File: src/sv/elf_hash_bucket_index_defines.svh
// Assertion macros shared by the hash bucket index modules
`ifndef ELF_HASH_BUCKET_INDEX_DEFINES_SVH
`define ELF_HASH_BUCKET_INDEX_DEFINES_SVH

`ifndef SYNTH

`define ELFH_ASSERT_IMP(lbl, ante, cons, msg) \
    lbl: assert property (@(posedge clk) disable iff (!rst_n) (ante) |-> (cons)) \
        else $error(msg);

`define ELFH_ASSERT_NXT(lbl, ante, cons, msg) \
    lbl: assert property (@(posedge clk) disable iff (!rst_n) (ante) |=> (cons)) \
        else $error(msg);

`else

`define ELFH_ASSERT_IMP(lbl, ante, cons, msg)

`define ELFH_ASSERT_NXT(lbl, ante, cons, msg)

`endif

`endif

File: src/sv/elfh_pkg.sv
// Shared widths, defaults and types for the hash bucket index block
package elfh_pkg;

    localparam int HASH_W      = 28;
    localparam int BUCKET_W    = 24;
    localparam int BYTE_W      = 8;
    localparam int QUEUE_DEPTH = 4;

    typedef struct packed {
        logic full;
        logic empty;
    } q_status_t;

endpackage

File: src/sv/elfh_front.sv
// Front end: accept key bytes and keep the running hash per key
module elfh_front
(
    input  logic                         clk,
    input  logic                         rst_n,
    input  logic                         in_valid,
    output logic                         in_ready,
    input  logic [elfh_pkg::BYTE_W-1:0]  in_byte,
    input  logic                         in_present,
    input  logic                         in_last,
    input  elfh_pkg::q_status_t          q_status,
    output logic                         push,
    output logic [elfh_pkg::HASH_W-1:0]  push_hash
);

    localparam int SUM_W = elfh_pkg::HASH_W + 4;

    logic [elfh_pkg::HASH_W-1:0] hash_reg;
    logic [elfh_pkg::HASH_W-1:0] hash_next;
    logic [elfh_pkg::HASH_W-1:0] mixed;
    logic [SUM_W-1:0]            sum;
    logic [3:0]                  top;
    logic                        accept;

    assign in_ready = !q_status.full;
    assign accept   = in_valid && in_ready;

    always_comb
    begin
        sum   = {hash_reg, 4'b0000}
              + {{(SUM_W - elfh_pkg::BYTE_W){in_byte[elfh_pkg::BYTE_W-1]}}, in_byte};
        top   = sum[SUM_W-1 -: 4];
        mixed = in_present
              ? (sum[elfh_pkg::HASH_W-1:0]
                 ^ {{(elfh_pkg::HASH_W - 8){1'b0}}, top, 4'b0000})
              : hash_reg;
    end

    always_comb
    begin
        hash_next = hash_reg;
        if (accept)
        begin
            hash_next = in_last ? '0 : mixed;
        end
    end

    assign push      = accept && in_last;
    assign push_hash = mixed;

    always_ff @(posedge clk or negedge rst_n)
    begin
        if (!rst_n)
        begin
            hash_reg <= '0;
        end
        else
        begin
            hash_reg <= hash_next;
        end
    end

endmodule

File: src/sv/elfh_queue.sv
// Short queue of finished key hashes between front and back end
`include "elf_hash_bucket_index_defines.svh"

module elfh_queue
#(
    parameter int DEPTH = elfh_pkg::QUEUE_DEPTH,
    parameter int WIDTH = elfh_pkg::HASH_W
)
(
    input  logic                clk,
    input  logic                rst_n,
    input  logic                push,
    input  logic [WIDTH-1:0]    push_data,
    input  logic                pop,
    output logic [WIDTH-1:0]    pop_data,
    output elfh_pkg::q_status_t status
);

    localparam int PTR_W = $clog2(DEPTH);
    localparam int CNT_W = $clog2(DEPTH + 1);

    logic [WIDTH-1:0] mem_reg [DEPTH];
    logic [PTR_W-1:0] wr_ptr_reg;
    logic [PTR_W-1:0] wr_ptr_next;
    logic [PTR_W-1:0] rd_ptr_reg;
    logic [PTR_W-1:0] rd_ptr_next;
    logic [CNT_W-1:0] count_reg;
    logic [CNT_W-1:0] count_next;
    logic             do_push;
    logic             do_pop;

    assign status.full  = (count_reg == CNT_W'(DEPTH));
    assign status.empty = (count_reg == '0);
    assign do_push      = push && !status.full;
    assign do_pop       = pop && !status.empty;
    assign pop_data     = mem_reg[rd_ptr_reg];

    always_comb
    begin
        wr_ptr_next = wr_ptr_reg;
        rd_ptr_next = rd_ptr_reg;
        count_next  = count_reg;
        if (do_push)
        begin
            wr_ptr_next = (wr_ptr_reg == PTR_W'(DEPTH - 1)) ? '0 : wr_ptr_reg + 1'b1;
        end
        if (do_pop)
        begin
            rd_ptr_next = (rd_ptr_reg == PTR_W'(DEPTH - 1)) ? '0 : rd_ptr_reg + 1'b1;
        end
        unique case ({do_push, do_pop})
            2'b10:   count_next = count_reg + 1'b1;
            2'b01:   count_next = count_reg - 1'b1;
            default: count_next = count_reg;
        endcase
    end

    always_ff @(posedge clk)
    begin
        if (do_push)
        begin
            mem_reg[wr_ptr_reg] <= push_data;
        end
    end

    always_ff @(posedge clk or negedge rst_n)
    begin
        if (!rst_n)
        begin
            wr_ptr_reg <= '0;
            rd_ptr_reg <= '0;
            count_reg  <= '0;
        end
        else
        begin
            wr_ptr_reg <= wr_ptr_next;
            rd_ptr_reg <= rd_ptr_next;
            count_reg  <= count_next;
        end
    end

    `ELFH_ASSERT_IMP(a_no_push_full, push, !status.full, "push into full queue")
    `ELFH_ASSERT_IMP(a_no_pop_empty, pop, !status.empty, "pop from empty queue")

endmodule

File: src/sv/elfh_back.sv
// Back end: reduce each key hash modulo the bucket count, one bit per cycle
`include "elf_hash_bucket_index_defines.svh"

module elfh_back
(
    input  logic                          clk,
    input  logic                          rst_n,
    input  elfh_pkg::q_status_t           q_status,
    input  logic [elfh_pkg::HASH_W-1:0]   q_hash,
    output logic                          pop,
    input  logic [elfh_pkg::BUCKET_W-1:0] bucket_count,
    output logic                          out_valid,
    input  logic                          out_ready,
    output logic [elfh_pkg::HASH_W-1:0]   out_hash,
    output logic [elfh_pkg::BUCKET_W-1:0] out_index
);

    localparam int HW    = elfh_pkg::HASH_W;
    localparam int BW    = elfh_pkg::BUCKET_W;
    localparam int CNT_W = $clog2(HW);

    localparam logic [1:0] S_IDLE = 2'd0;
    localparam logic [1:0] S_DIV  = 2'd1;
    localparam logic [1:0] S_WAIT = 2'd2;

    logic [1:0]       state_reg;
    logic [1:0]       state_next;
    logic [CNT_W-1:0] cnt_reg;
    logic [CNT_W-1:0] cnt_next;
    logic [HW-1:0]    hash_reg;
    logic [HW-1:0]    hash_next;
    logic [HW-1:0]    dvd_reg;
    logic [HW-1:0]    dvd_next;
    logic [BW-1:0]    div_reg;
    logic [BW-1:0]    div_next;
    logic [BW-1:0]    rem_reg;
    logic [BW-1:0]    rem_next;
    logic             out_valid_reg;
    logic             out_valid_next;
    logic [HW-1:0]    out_hash_reg;
    logic [HW-1:0]    out_hash_next;
    logic [BW-1:0]    out_index_reg;
    logic [BW-1:0]    out_index_next;
    logic [BW:0]      rem_shift;
    logic [BW+1:0]    diff;
    logic             handoff;

    assign pop       = (state_reg == S_IDLE) && !q_status.empty;
    assign handoff   = (state_reg == S_WAIT) && (!out_valid_reg || out_ready);
    assign out_valid = out_valid_reg;
    assign out_hash  = out_hash_reg;
    assign out_index = out_index_reg;

    always_comb
    begin
        rem_shift = {rem_reg, dvd_reg[HW-1]};
        diff      = {1'b0, rem_shift} - {2'b00, div_reg};
    end

    always_comb
    begin
        state_next     = state_reg;
        cnt_next       = cnt_reg;
        hash_next      = hash_reg;
        dvd_next       = dvd_reg;
        div_next       = div_reg;
        rem_next       = rem_reg;
        out_valid_next = out_valid_reg;
        out_hash_next  = out_hash_reg;
        out_index_next = out_index_reg;
        if (out_valid_reg && out_ready)
        begin
            out_valid_next = 1'b0;
        end
        unique case (state_reg)
            S_IDLE:
            begin
                if (pop)
                begin
                    hash_next  = q_hash;
                    dvd_next   = q_hash;
                    div_next   = bucket_count;
                    rem_next   = '0;
                    cnt_next   = CNT_W'(HW - 1);
                    state_next = S_DIV;
                end
            end
            S_DIV:
            begin
                rem_next = diff[BW+1] ? rem_shift[BW-1:0] : diff[BW-1:0];
                dvd_next = {dvd_reg[HW-2:0], 1'b0};
                cnt_next = cnt_reg - 1'b1;
                if (cnt_reg == '0)
                begin
                    state_next = S_WAIT;
                end
            end
            S_WAIT:
            begin
                if (handoff)
                begin
                    out_valid_next = 1'b1;
                    out_hash_next  = hash_reg;
                    out_index_next = (div_reg == '0) ? '0 : rem_reg;
                    state_next     = S_IDLE;
                end
            end
            default:
            begin
                state_next = S_IDLE;
            end
        endcase
    end

    always_ff @(posedge clk)
    begin
        cnt_reg       <= cnt_next;
        hash_reg      <= hash_next;
        dvd_reg       <= dvd_next;
        div_reg       <= div_next;
        rem_reg       <= rem_next;
        out_hash_reg  <= out_hash_next;
        out_index_reg <= out_index_next;
    end

    always_ff @(posedge clk or negedge rst_n)
    begin
        if (!rst_n)
        begin
            state_reg     <= S_IDLE;
            out_valid_reg <= 1'b0;
        end
        else
        begin
            state_reg     <= state_next;
            out_valid_reg <= out_valid_next;
        end
    end

    `ELFH_ASSERT_IMP(a_rem_below_div, (state_reg == S_DIV) && (div_reg != '0), rem_reg < div_reg, "remainder not below divisor")
    `ELFH_ASSERT_NXT(a_handoff_valid, handoff, out_valid_reg, "handoff did not raise output valid")

endmodule

File: src/sv/elf_hash_bucket_index.sv
// Top level of the ELF hash bucket index block with its register port
// Key bytes stream in one per transaction with tlast on the final byte and tuser set when
// the byte belongs to the key; a transaction with tuser low and tlast high ends a key
// (an empty key hashes to 0). The front end takes one byte every cycle while the hash
// queue has room and finishes a key hash in the cycle its last byte arrives. The back end
// works on one key at a time: it pops the queue, runs a one-bit-per-step restoring
// division by bucket_count, then loads the output register, so short keys are limited
// by that divider and the queue absorbs bursts of short keys.
// Each result carries the 28-bit hash and the hash modulo bucket_count (0 when
// bucket_count is 0); write bucket_count at address 0 only while no key is in flight.
module elf_hash_bucket_index
#(
    parameter int QUEUE_DEPTH = elfh_pkg::QUEUE_DEPTH
)
(
    input  logic        clk,
    input  logic        rst_n,
    input  logic        s_axis_tvalid,
    output logic        s_axis_tready,
    input  logic [7:0]  s_axis_tdata,  // [7:0] key_byte
    input  logic        s_axis_tuser,  // [0] byte_present
    input  logic        s_axis_tlast,
    output logic        m_axis_tvalid,
    input  logic        m_axis_tready,
    output logic [55:0] m_axis_tdata,  // [27:0] raw_hash, [51:28] bucket_index, [55:52] zero
    input  logic        psel,
    input  logic        penable,
    input  logic        pwrite,
    input  logic [2:0]  paddr,
    input  logic [31:0] pwdata,
    output logic [31:0] prdata,
    output logic        pready
);

    localparam int HW = elfh_pkg::HASH_W;
    localparam int BW = elfh_pkg::BUCKET_W;
    localparam logic REG_BUCKET_COUNT = 1'b0;

    logic [BW-1:0]       bucket_count_reg;
    logic [BW-1:0]       bucket_count_next;
    elfh_pkg::q_status_t q_status;
    logic                push;
    logic [HW-1:0]       push_hash;
    logic                pop;
    logic [HW-1:0]       pop_hash;
    logic [HW-1:0]       out_hash;
    logic [BW-1:0]       out_index;

    assign pready = 1'b1;
    assign prdata = (paddr[2] == REG_BUCKET_COUNT) ? {{(32 - BW){1'b0}}, bucket_count_reg}
                                                  : '0;

    always_comb
    begin
        bucket_count_next = bucket_count_reg;
        if (psel && penable && pwrite && pready && (paddr[2] == REG_BUCKET_COUNT))
        begin
            bucket_count_next = pwdata[BW-1:0];
        end
    end

    always_ff @(posedge clk or negedge rst_n)
    begin
        if (!rst_n)
        begin
            bucket_count_reg <= '0;
        end
        else
        begin
            bucket_count_reg <= bucket_count_next;
        end
    end

    elfh_front u_front
    (
        .clk        (clk),
        .rst_n      (rst_n),
        .in_valid   (s_axis_tvalid),
        .in_ready   (s_axis_tready),
        .in_byte    (s_axis_tdata),
        .in_present (s_axis_tuser),
        .in_last    (s_axis_tlast),
        .q_status   (q_status),
        .push       (push),
        .push_hash  (push_hash)
    );

    elfh_queue
    #(
        .DEPTH (QUEUE_DEPTH),
        .WIDTH (HW)
    )
    u_queue
    (
        .clk       (clk),
        .rst_n     (rst_n),
        .push      (push),
        .push_data (push_hash),
        .pop       (pop),
        .pop_data  (pop_hash),
        .status    (q_status)
    );

    elfh_back u_back
    (
        .clk          (clk),
        .rst_n        (rst_n),
        .q_status     (q_status),
        .q_hash       (pop_hash),
        .pop          (pop),
        .bucket_count (bucket_count_reg),
        .out_valid    (m_axis_tvalid),
        .out_ready    (m_axis_tready),
        .out_hash     (out_hash),
        .out_index    (out_index)
    );

    assign m_axis_tdata = {{(56 - HW - BW){1'b0}}, out_index, out_hash};

endmodule

File: config.mk
export PLATFORM = sky130hd
export DESIGN_NAME = elf_hash_bucket_index
export DESIGN_NICKNAME = d
export VERILOG_FILES = /design/src/sv/elfh_pkg.sv /design/src/sv/elfh_front.sv /design/src/sv/elfh_queue.sv /design/src/sv/elfh_back.sv /design/src/sv/elf_hash_bucket_index.sv
export VERILOG_INCLUDE_DIRS = /design/src /design/src/sv
export SDC_FILE = /design/constraint.sdc
export NUM_CORES = 1
export LEC_CHECK = 0
export BUFFER_PORTS_ARGS = -buffer_cell sky130_fd_sc_hd__buf_2
export CORE_MARGIN = 4
export CORE_UTILIZATION = 50
export DETAILED_ROUTE_END_ITERATION = 16
export HOLD_SLACK_MARGIN = 0.05
export PLACE_DENSITY = 0.69
export SETUP_SLACK_MARGIN = 0.05
export SLEW_MARGIN = 0
export SYNTH_ARGS = -nofsm -noshare
export SYNTH_HDL_FRONTEND = slang
export SYNTH_HIERARCHICAL = 1
export SYNTH_SLANG_ARGS = --single-unit
File: constraint.sdc
create_clock -name clk -period 4.1 [get_ports clk]
set_input_delay 0.41 -clock clk [delete_from_list [all_inputs] [get_ports clk]]
set_output_delay 0.41 -clock clk [all_outputs]
set_load 0.03 [all_outputs]
* Word level (Yosys, flattened, before mapping)
Memory sizes are Yosys's and may differ from the RTL's. Cells that the tools add are included.
Word-level totals: flip-flop bits (word level) 223, bits in writable memories 112, word-level logic and storage cells 80, output and inout port bits 91, memories 1, input bits 52
Memory list:
- u_queue.mem_reg | words 4, width 28, rd ports 1, clocked after Yosys merged registers in 0, wr ports 1, RTL line elfh_queue.sv:22 | logic [WIDTH-1:0] mem_reg [DEPTH];
Operators by class: eq/ne operators 10, bitwise operators 2, add/subtract/negate cells 7, reductions and logical operators 24, mux-type cells 22
Operators with widths (count):
- $mux W28 | 3
- $mux W24 | 3
- $pmux W28 S2 | 1
- $pmux W24 S2 | 1
- $add A32 B32 Y32 | 1
- $xor A28 B8 Y28 | 1
- $sub A25 B24 Y26 | 1
- $logic_not A24 Y1 | 1
- $logic_and A1 B1 Y1 | 10
- $mux W2 | 5
- $pmux W5 S2 | 1
- $eq A2 B2 Y1 const B | 4
- $ne A2 B1 Y1 const B | 3
- $pmux W2 S3 | 1
- $pmux W3 S2 | 1
- $reduce_and A2 Y1 | 3
- $logic_not A5 Y1 | 1
- $mux W1 | 5
- $mux W5 | 1
- $sub A5 B1 Y5 const B | 1
- $add A2 B1 Y2 const B | 2
- $eq A2 B1 Y1 const B | 2
- $reduce_bool A2 Y1 | 2
- $add A3 B1 Y3 const B | 1
- other kinds (8) | 10

* Depth between registers and ports, before layout
Gate-level depths: netlist (run 1).
depth after elaboration 7, mapped depth 12, gate-level depth less buffers 12

* Cells and area by module
The synthesis (run 1) kept the hierarchy.
By module, submodules not included:
- elfh_back | cells an instance 599, seq. area each 4909.7 um^2, area each 7379.6 um^2, instances 1
- elfh_queue | cells an instance 186, seq. area each 3538.4 um^2, area each 4530.6 um^2, instances 1
- elfh_front | cells an instance 325, seq. area each 700.7 um^2, area each 2845.2 um^2, instances 1
- elf_hash_bucket_index | cells an instance 92, seq. area each 600.6 um^2, area each 1257.5 um^2, instances 1

* Least setup slack after synthesis (run 1)
Ideal clock, no wire load.
path kind reg2reg, start point register u_back.out_valid_reg, in the netlist u_back/out_valid, end point register u_back.out_hash_reg[0], in the netlist u_back/out_hash[0] (enable), data arrival time 2.959 ns, data required time 3.632 ns, period minus slack after synthesis 3.427 ns, setup time 0.468 ns, buffers on the path 0, setup slack 0.673 ns, stages on the path, launching flop included 3, path through dfrtp_1 > nand2b_1 > nor2b_1
Between the ends: longest elaborated chain between the ends 4
Ends and longest elaborated chain:
- start, declared | RTL line elfh_back.sv:38 | logic out_valid_reg;
- start signal, assigned | RTL line elfh_back.sv:136 | out_valid_reg <= out_valid_next;
- $logic_not A1 Y1 | RTL line elfh_back.sv:49 | assign handoff = (state_reg == S_WAIT) && (!out_valid_reg || out_ready);
- $logic_or A1 B1 Y1 | RTL line elfh_back.sv:49
- $logic_and A1 B1 Y1 | RTL line elfh_back.sv:49
- $reduce_and A2 Y1 (no line)
- end signal, assigned | RTL line elfh_back.sv:122 | out_hash_reg <= out_hash_next;
- end, declared | RTL line elfh_back.sv:40 | logic [HW-1:0] out_hash_reg;
No other way between the ends. A chain may end at the register's enable or synchronous reset.

* Worst setup path in the final report (run 1)
start point register u_front/hash_reg[0] (netlist bit), end point memory u_queue/mem_reg[0][6] (netlist bit) (data pin)
Between the ends: longest elaborated chain between the ends 3
Ends and longest elaborated chain:
- start, declared | RTL line elfh_front.sv:18 | logic [elfh_pkg::HASH_W-1:0] hash_reg;
- start signal, assigned | RTL line elfh_front.sv:59 | hash_reg <= hash_next;
- $add A32 B32 Y32 | RTL line elfh_front.sv:31 | + {{(SUM_W - elfh_pkg::BYTE_W){in_byte[elfh_pkg::BYTE_W-1]}}, in_byte};
- $xor A28 B8 Y28 | RTL line elfh_front.sv:35 | ^ {{(elfh_pkg::HASH_W - 8){1'b0}}, top, 4'b0000})
- $mux W28 | RTL line elfh_front.sv:34 | ? (sum[elfh_pkg::HASH_W-1:0]
- named net push_hash[6] | RTL line elf_hash_bucket_index.sv:43 | logic [HW-1:0] push_hash;
- end, declared | RTL line elfh_queue.sv:22
The timed path passes the listed nets, and every way through them passes these cells.

==> results of run 1 <==
==> power by group through the flow <==
stage                     clock network [mW]  logic (mW)  registers, mW
after CTS                               3.15        5.51           5.73
after detailed placement                   0        5.47           5.79
final                                   3.06        5.50           5.71
after floorplan                            0        4.34           5.49
after global placement                     0        5.37           5.75
after global routing                    3.30        6.14           5.82
==> cells by family after synthesis <==
kind of cell	after synthesis	synth area share [%]
AO/OA/AOI/OAI	215	9.02
XOR/XNOR	44	2.41
adder cells (fa/ha/maj)	61	4.91
buffers and inverters	96	3.02
flip-flops	335	60.9
multiplexers	81	8.18
other	2	0.0469
AND/OR/NAND/NOR	368	11.5
==> through the flow <==
| step | hold WS (ps) | instance area (um2) | power [mW] | utilization, % |
|---|---|---|---|---|
| after floorplan | 114 | 16100 | 9.83 | - |
| after global routing | 102 | 18100 | 15.3 | 57.3 |
| after CTS | 62.2 | 18100 | 14.4 | 57.3 |
| after detailed placement | 405 | 17000 | 11.3 | 53.7 |
| final | 51.0 | 18100 | 14.3 | 57.3 |
| after global placement | 403 | 17000 | 11.1 | 53.7 |
==> synthesized netlist by cell type (25+ instances only) <==
cell / n
ha_1: 58
nor2b_1: 55
nand2_1: 168
clkbuf_1: 25
mux4_2: 28
inv_1: 44
mux2_2: 27
nor2_1: 40
a21oi_1: 71
edfxtp_1: 273
o21ai_0: 46
dfrtp_1: 62
==> worst paths after layout <==
check | slack, ps | cells past startpoint | to
max | 840 | 9 | u_queue/mem_reg[0][6]
min reg2reg | 420 | 0 | u_back/out_hash[13]
min in group clk | 120 | 2 | bucket_count_reg[9]
max in group asynchronous | 3140 | 2 | u_front/hash_reg[9]
max reg2reg | 840 | 9 | u_queue/mem_reg[0][6]
min | 50 | 1 | u_front/hash_reg[1]
==> per-layer routing <==
metal / routed length [um] / share of wire, %
met4: 532 / 1.6
met5: 0 / 0
met1: 15800 / 47
met3: 1660 / 4.9
met2: 15600 / 47
==> area by class of cell <==
type / instances / area, um2 / area share, %
multi-input combinational: 782 / 5840 / 32.3
antenna: 1 / 2.50 / 0.0138
clock inverter: 16 / 169 / 0.934
sequential: 335 / 9750 / 53.9
clock buffer: 49 / 950 / 5.25
inverter: 44 / 165 / 0.914
tap: 402 / 503 / 2.78
timing repair buffer: 132 / 693 / 3.83
==> critical path, cell delays in order, from the launching register on <==
cell and delay (ps):
dfrtp_1 410, ha_1 220, fa_1 410, a21o_1 200, a221oi_2 340, o31a_1 340, o221ai_1 360, a31oi_1 290
xor2_1 80, mux2_2 330
==> qor.yml, run 1 <==
clocking:
  hold_buffers: 0
  clock-sinks: 335
  post-cts-setup-buffers: 0
  numCtsBuffers: 36
  cts_buffer_depth: 3
  cts_root_buf: "clkbuf_16"
  cts_resized: 0
  clock_latency_ps: 530
  cts-htree-levels: 2
  cts_tree: "done"
  cts.clk_slew.worst_paths_ps: 60
synth:
  synthDistinctLibCells: 84
  synth_ff_type: "edfxtp_1"
  synth_edf_count: 273
  synth_top_area_share_pct: 51.2
  yosysWarnings: 6
  syn_area_um2: 16000
  syn_area_per_cell_um2: 13.3
  ys_seq_area_share_pct: 60.9
  async_reset_ff_share_pct: 18.5
  synth.area.top_cells: "edfxtp_1, dfrtp_1, ha_1"
  yosysTopAreaCell: "edfxtp_1"
  synth_seq_cells: 335
  netlist_instances: 1202
power_and_ir_drop:
  vdd_ir_drop_max_mv: 0.313
  combPwrFrac_pct: 38.6
  p_switching_mw: 5.17
  switching_share_pct: 36.2
  p_clk_share_pct: 21.4
  p_int_mw: 9.10
  p_seq_share_pct: 40.0
  power.density_nw_per_um2: 790
  p_leak_nw: 7.27
routing:
  drt_iter0_drc: 650
  drc_errors: 0
  vias: 9839
  wirelength_um: 33600
  drt_first_pass_iters: 6
  avgViaCountPerCell: 5.59
  wl_per_cell_um: 19.1
  antenna_left: 0
finish:
  fill_cells: 2571
  drive_above_1_share_pct: 21.9
  area_growth_pct: 12.9
  layout_common_cells: "edfxtp_1, nand2_1, buf_2"
  fin_cells: 1761
  largest_reg_flops: 112
  layout.nets: 1444
  final_common_cell: "edfxtp_1"
setup_path:
  r2r-start: "u_front/hash_reg[0]"
  critPathLaunchType: "flip-flop"
  cp.required_ps: 4360
  startpoint: "u_front/hash_reg[0]"
  path_class: "flip-flop to flip-flop"
  crit_path_max_fanout: 5
  crit_arrival_ps: 3510
  critPathCaptureType: "flip-flop"
global_routing:
  grt_use_total_pct: 19.0
  grt_max_degree: 53
  grt_use_met2_pct: 29.8
  grt_use_met1_pct: 28.5
  grt_overflow_total: 0
  antenna_found_initial: 1
  grt_pass1_vias: 9645
  grtUsageMet3_pct: 2.71
  grt_pass1_wl_um: 53500
  grt_busiest_layer: "met2"
sta:
  tns_ps: 0
  timing.final.crit_share_pct: 79.4
  worst_pin_slew_ps: 997
  worst_slack_ps: 844
  final-hold-violation-count: 0
  setup_viol: 0
  min_period_ps: 3260
  rsz0062_at_grt: "false"
  drv_slew: 0
  fin_worst_skew_ps: 14.4
  relSlewSlack_pct: 33.5
  fmax_mhz: 307
place:
  hpwlAfterDp_um: 24000
  placed_cells: 1695
  dp_slack_ps: 741
  portBuffers: 119
  gp_congestion: 0.861
floorplanning:
  ioPinCount: 143
  start_util_pct: 50.7
  dieHeight_um: 187
  dieWidth_um: 187
  dieArea_um2: 35000
  rows: 65
  fp.coreArea_um2: 31600
worst_hold_path:
  min_path_type: "input pin to asynchronous set/reset pin"
run:
  drv_cap: 0
run_status:
  status: "completed"
Note: power is estimated with default switching activity, not from simulation.
==> inputs of run 2 (changes only) <==
--- a/config.mk
+++ b/config.mk
@@ -11,7 +11,7 @@
 export CORE_UTILIZATION = 50
 export DETAILED_ROUTE_END_ITERATION = 16
 export HOLD_SLACK_MARGIN = 0.05
-export PLACE_DENSITY = 0.69
+export PLACE_DENSITY = 0.72
 export SETUP_SLACK_MARGIN = 0.05
 export SLEW_MARGIN = 0
 export SYNTH_ARGS = -nofsm -noshare
==> constraint.sdc (replaced) <==
create_clock -name clk -period 2.61 [get_ports clk]
set_input_delay 0.261 -clock clk [delete_from_list [all_inputs] [get_ports clk]]
set_output_delay 0.261 -clock clk [all_outputs]
set_load 0.03 [all_outputs]
==> run 2 against run 1 <==
  * The run now ends with setup timing left
  * Setup slack worse by 1100 ps
  * Utilization up 7.8 points
  * Die area unchanged
  * Combinational power up 130%
  * Hold slack better by 26 ps
  * Critical path depth up 1
  * Register-to-register slack worse by 1100 ps
  * Fmax up 15%
  * Non-clock buffer count up 195
  * First-iteration DRC count up 39%
  * Routed wire length up 15%
  * Sequential power up 56%
  * Largest cell class unchanged
  * Largest power group is now combinational logic
==> qor.yml, run 2 (synthesis results as in run 1) <==
power_and_ir_drop:
  p_total_mw: 26.8  # +88%
  vdd_ir_drop_max_mv: 0.548  # +75%
  p_leak_nw: 8.41  # +16%
  power.density_nw_per_um2: 1300  # +65%
setup_path:
  cp_slowest_stage_delay_ps: 460  # +50 ps
  reg2reg_depth: 10  # +1
  crit_chain: "ha_2, inv_2, fa_2, a21o_4, nand4_1, a32oi_2, a21oi_2, or4_4, and3_1, a311o_1"
  critPathLaunchType: "flip-flop"
  r2r_slack_ps: -220  # -1070 ps
  crit_path_max_fanout: 2  # -3
  crit_arrival_ps: 3100  # -410 ps
  cp.required_ps: 2870  # -1490 ps
  crit_slowest_cell: "or4_4"
  path_class: "flip-flop to flip-flop"
  rr_endpoint: "u_back/rem_reg[20]"
  r2r-start: "u_back/div_reg[0]"
  critPathCaptureType: "flip-flop"
clocking:
  numCtsBuffers: 35  # -2.8%
  cts_root_buf: "clkbuf_16"
  clock_latency_ps: 520  # about the same
  cts-htree-levels: 2  # unchanged
  clock-sinks: 335  # unchanged
  cts_buffer_depth: 3  # unchanged
  cts.clk_slew.worst_paths_ps: 60  # about the same
  cts_tree: "done"
floorplanning:
  fp.coreArea_um2: 31600  # unchanged
  dieWidth_um: 187  # unchanged
  dieArea_um2: 35000  # unchanged
  start_util_pct: 50.7  # unchanged
  ioPinCount: 143  # unchanged
  dieHeight_um: 187  # unchanged
  rows: 65  # unchanged
sta:
  drv_slew: 0  # unchanged
  timing.final.crit_share_pct: 109  # +29 points
  relSlewSlack_pct: 40.7  # +7.2 points
  min_period_ps: 2830  # -423 ps
  setup_viol: 53  # +53
  rsz0062_at_grt: "true"
  worst_slack_ps: -224  # -1070 ps
  fmax_mhz: 353  # +15%
  fin_worst_skew_ps: 20.0  # +5.60 ps
  final-hold-violation-count: 0  # unchanged
  worst_pin_slew_ps: 889  # -108 ps
finish:
  layout_common_cells: "edfxtp_1, buf_4, nand2_1"
  regArea_um2: 9750  # about the same
  area_growth_pct: 28.3
  multi_input_area_um2: 6580  # +13%
  design_area_um2: 20500  # +14%
  largest_reg_flops: 112  # unchanged
  drive_above_1_share_pct: 37.1  # +15 points
  fill_cells: 2291  # -11%
  final_common_cell: "edfxtp_1"
  layout.nets: 1638  # +13%
worst_hold_path:
  min_path_type: "input pin to flip-flop"
  min-delay-start: "m_axis_tready"
  holdPathEnd: "u_back/out_valid"
  holdPathStages: 3
routing:
  drt_first_pass_iters: 5  # -1
  wirelength_um: 38600  # +15%
  avgViaCountPerCell: 5.69  # +1.8%
  wl_per_cell_um: 19.7  # +3.4%
  antenna_left: 0  # unchanged
  drc_errors: 0  # unchanged
  vias: 11118  # +13%
  drt_iter0_drc: 905  # +39%
global_routing:
  grt_pass1_vias: 11097  # +15%
  grt_max_degree: 53  # unchanged
  grt_overflow_total: 0  # unchanged
  antenna_found_initial: 0  # -1
  grt_pass1_wl_um: 59900  # +12%
  grt_use_total_pct: 21.2  # +2.2 points
place:
  gp_congestion: 0.974  # +13%
  portBuffers: 119  # unchanged
  post_dp_cell_area_um2: 18000  # +6.3%
  hpwlAfterDp_um: 25300  # +5.7%
run:
  drv_cap: 0  # unchanged
run_status:
  status: "complete, but fails checks"
  violations: "setup timing"
run 2: worst max path at each step:
stage	startpoint	endpoint	cells after the start
CTS	u_front/hash_reg[0]	u_queue/mem_reg[2][24]	9
detailed placement	s_axis_tdata[7]	u_queue/mem_reg[3][6]	9
global route	u_front/hash_reg[0]	u_queue/mem_reg[3][6]	10
floorplan	u_front/hash_reg[0]	u_queue/mem_reg[0][24]	9
global placement	s_axis_tdata[7]	u_queue/mem_reg[0][24]	9
finish	u_back/div_reg[0]	u_back/rem_reg[20]	10
run 2: worst max-delay path: cells and delay by family, from the launching register on:
kind / cells / cell delay [ps]
compound gates: 4 / 870
simple gates: 3 / 790
flops: 1 / 440
fa+ha+maj: 2 / 430
buf+inv: 1 / 60
run 2: final cells by class:
class                   count  share of cell area (%)
well taps                 402                    2.45
diodes                      1                  0.0122
clock buffers              43                    4.61
clock inverters            20                    1.09
inverters                  44                   0.822
repair buffers            327                    11.5
flip-flops and latches    335                    47.5
multi-input cells         782                    32.0
run 2: where the power goes:
part           internal (mW)  switching, mW
Clock                   3.00           2.04
Combinational           5.94           6.87
Sequential              8.07          0.856
Total                   17.0           9.77
run 2: metal layers:
metal / vias to the layer above / track usage (%) / wire, um
li1: 5105 / - / -
met4: 0 / 5.97 / 966
met1: 5586 / 29.5 / 16900
met5: - / 0 / 0
met3: 86 / 3.40 / 2050
met2: 341 / 35.0 / 18600
run 2: per-stage QoR:
stage                     hold slack [ps]  TNS [ps]  setup slack [ps]  instances  util [%]
after floorplan                     -34.6      -644              -109       1213         -
final                                76.9     -5150              -224       1954      65.1
after global routing                 79.7     -9910              -331       1953      65.1
after global placement                295     -9250              -261       1822      57.1
after CTS                            57.6     -3820              -190       1933      62.5
after detailed placement              304    -12170              -292       1822      57.1
run 2: timing repair:
item | CTS | global route
hold endpoints to repair | 45 | 0
hold buffers | 25 | 0
gates resized for setup | 28 | 133
pin swaps | 24 | 61
setup buffers | 24 | 25
endpoints found under the setup margin | 75 | 109
gates cloned | 0 | 3
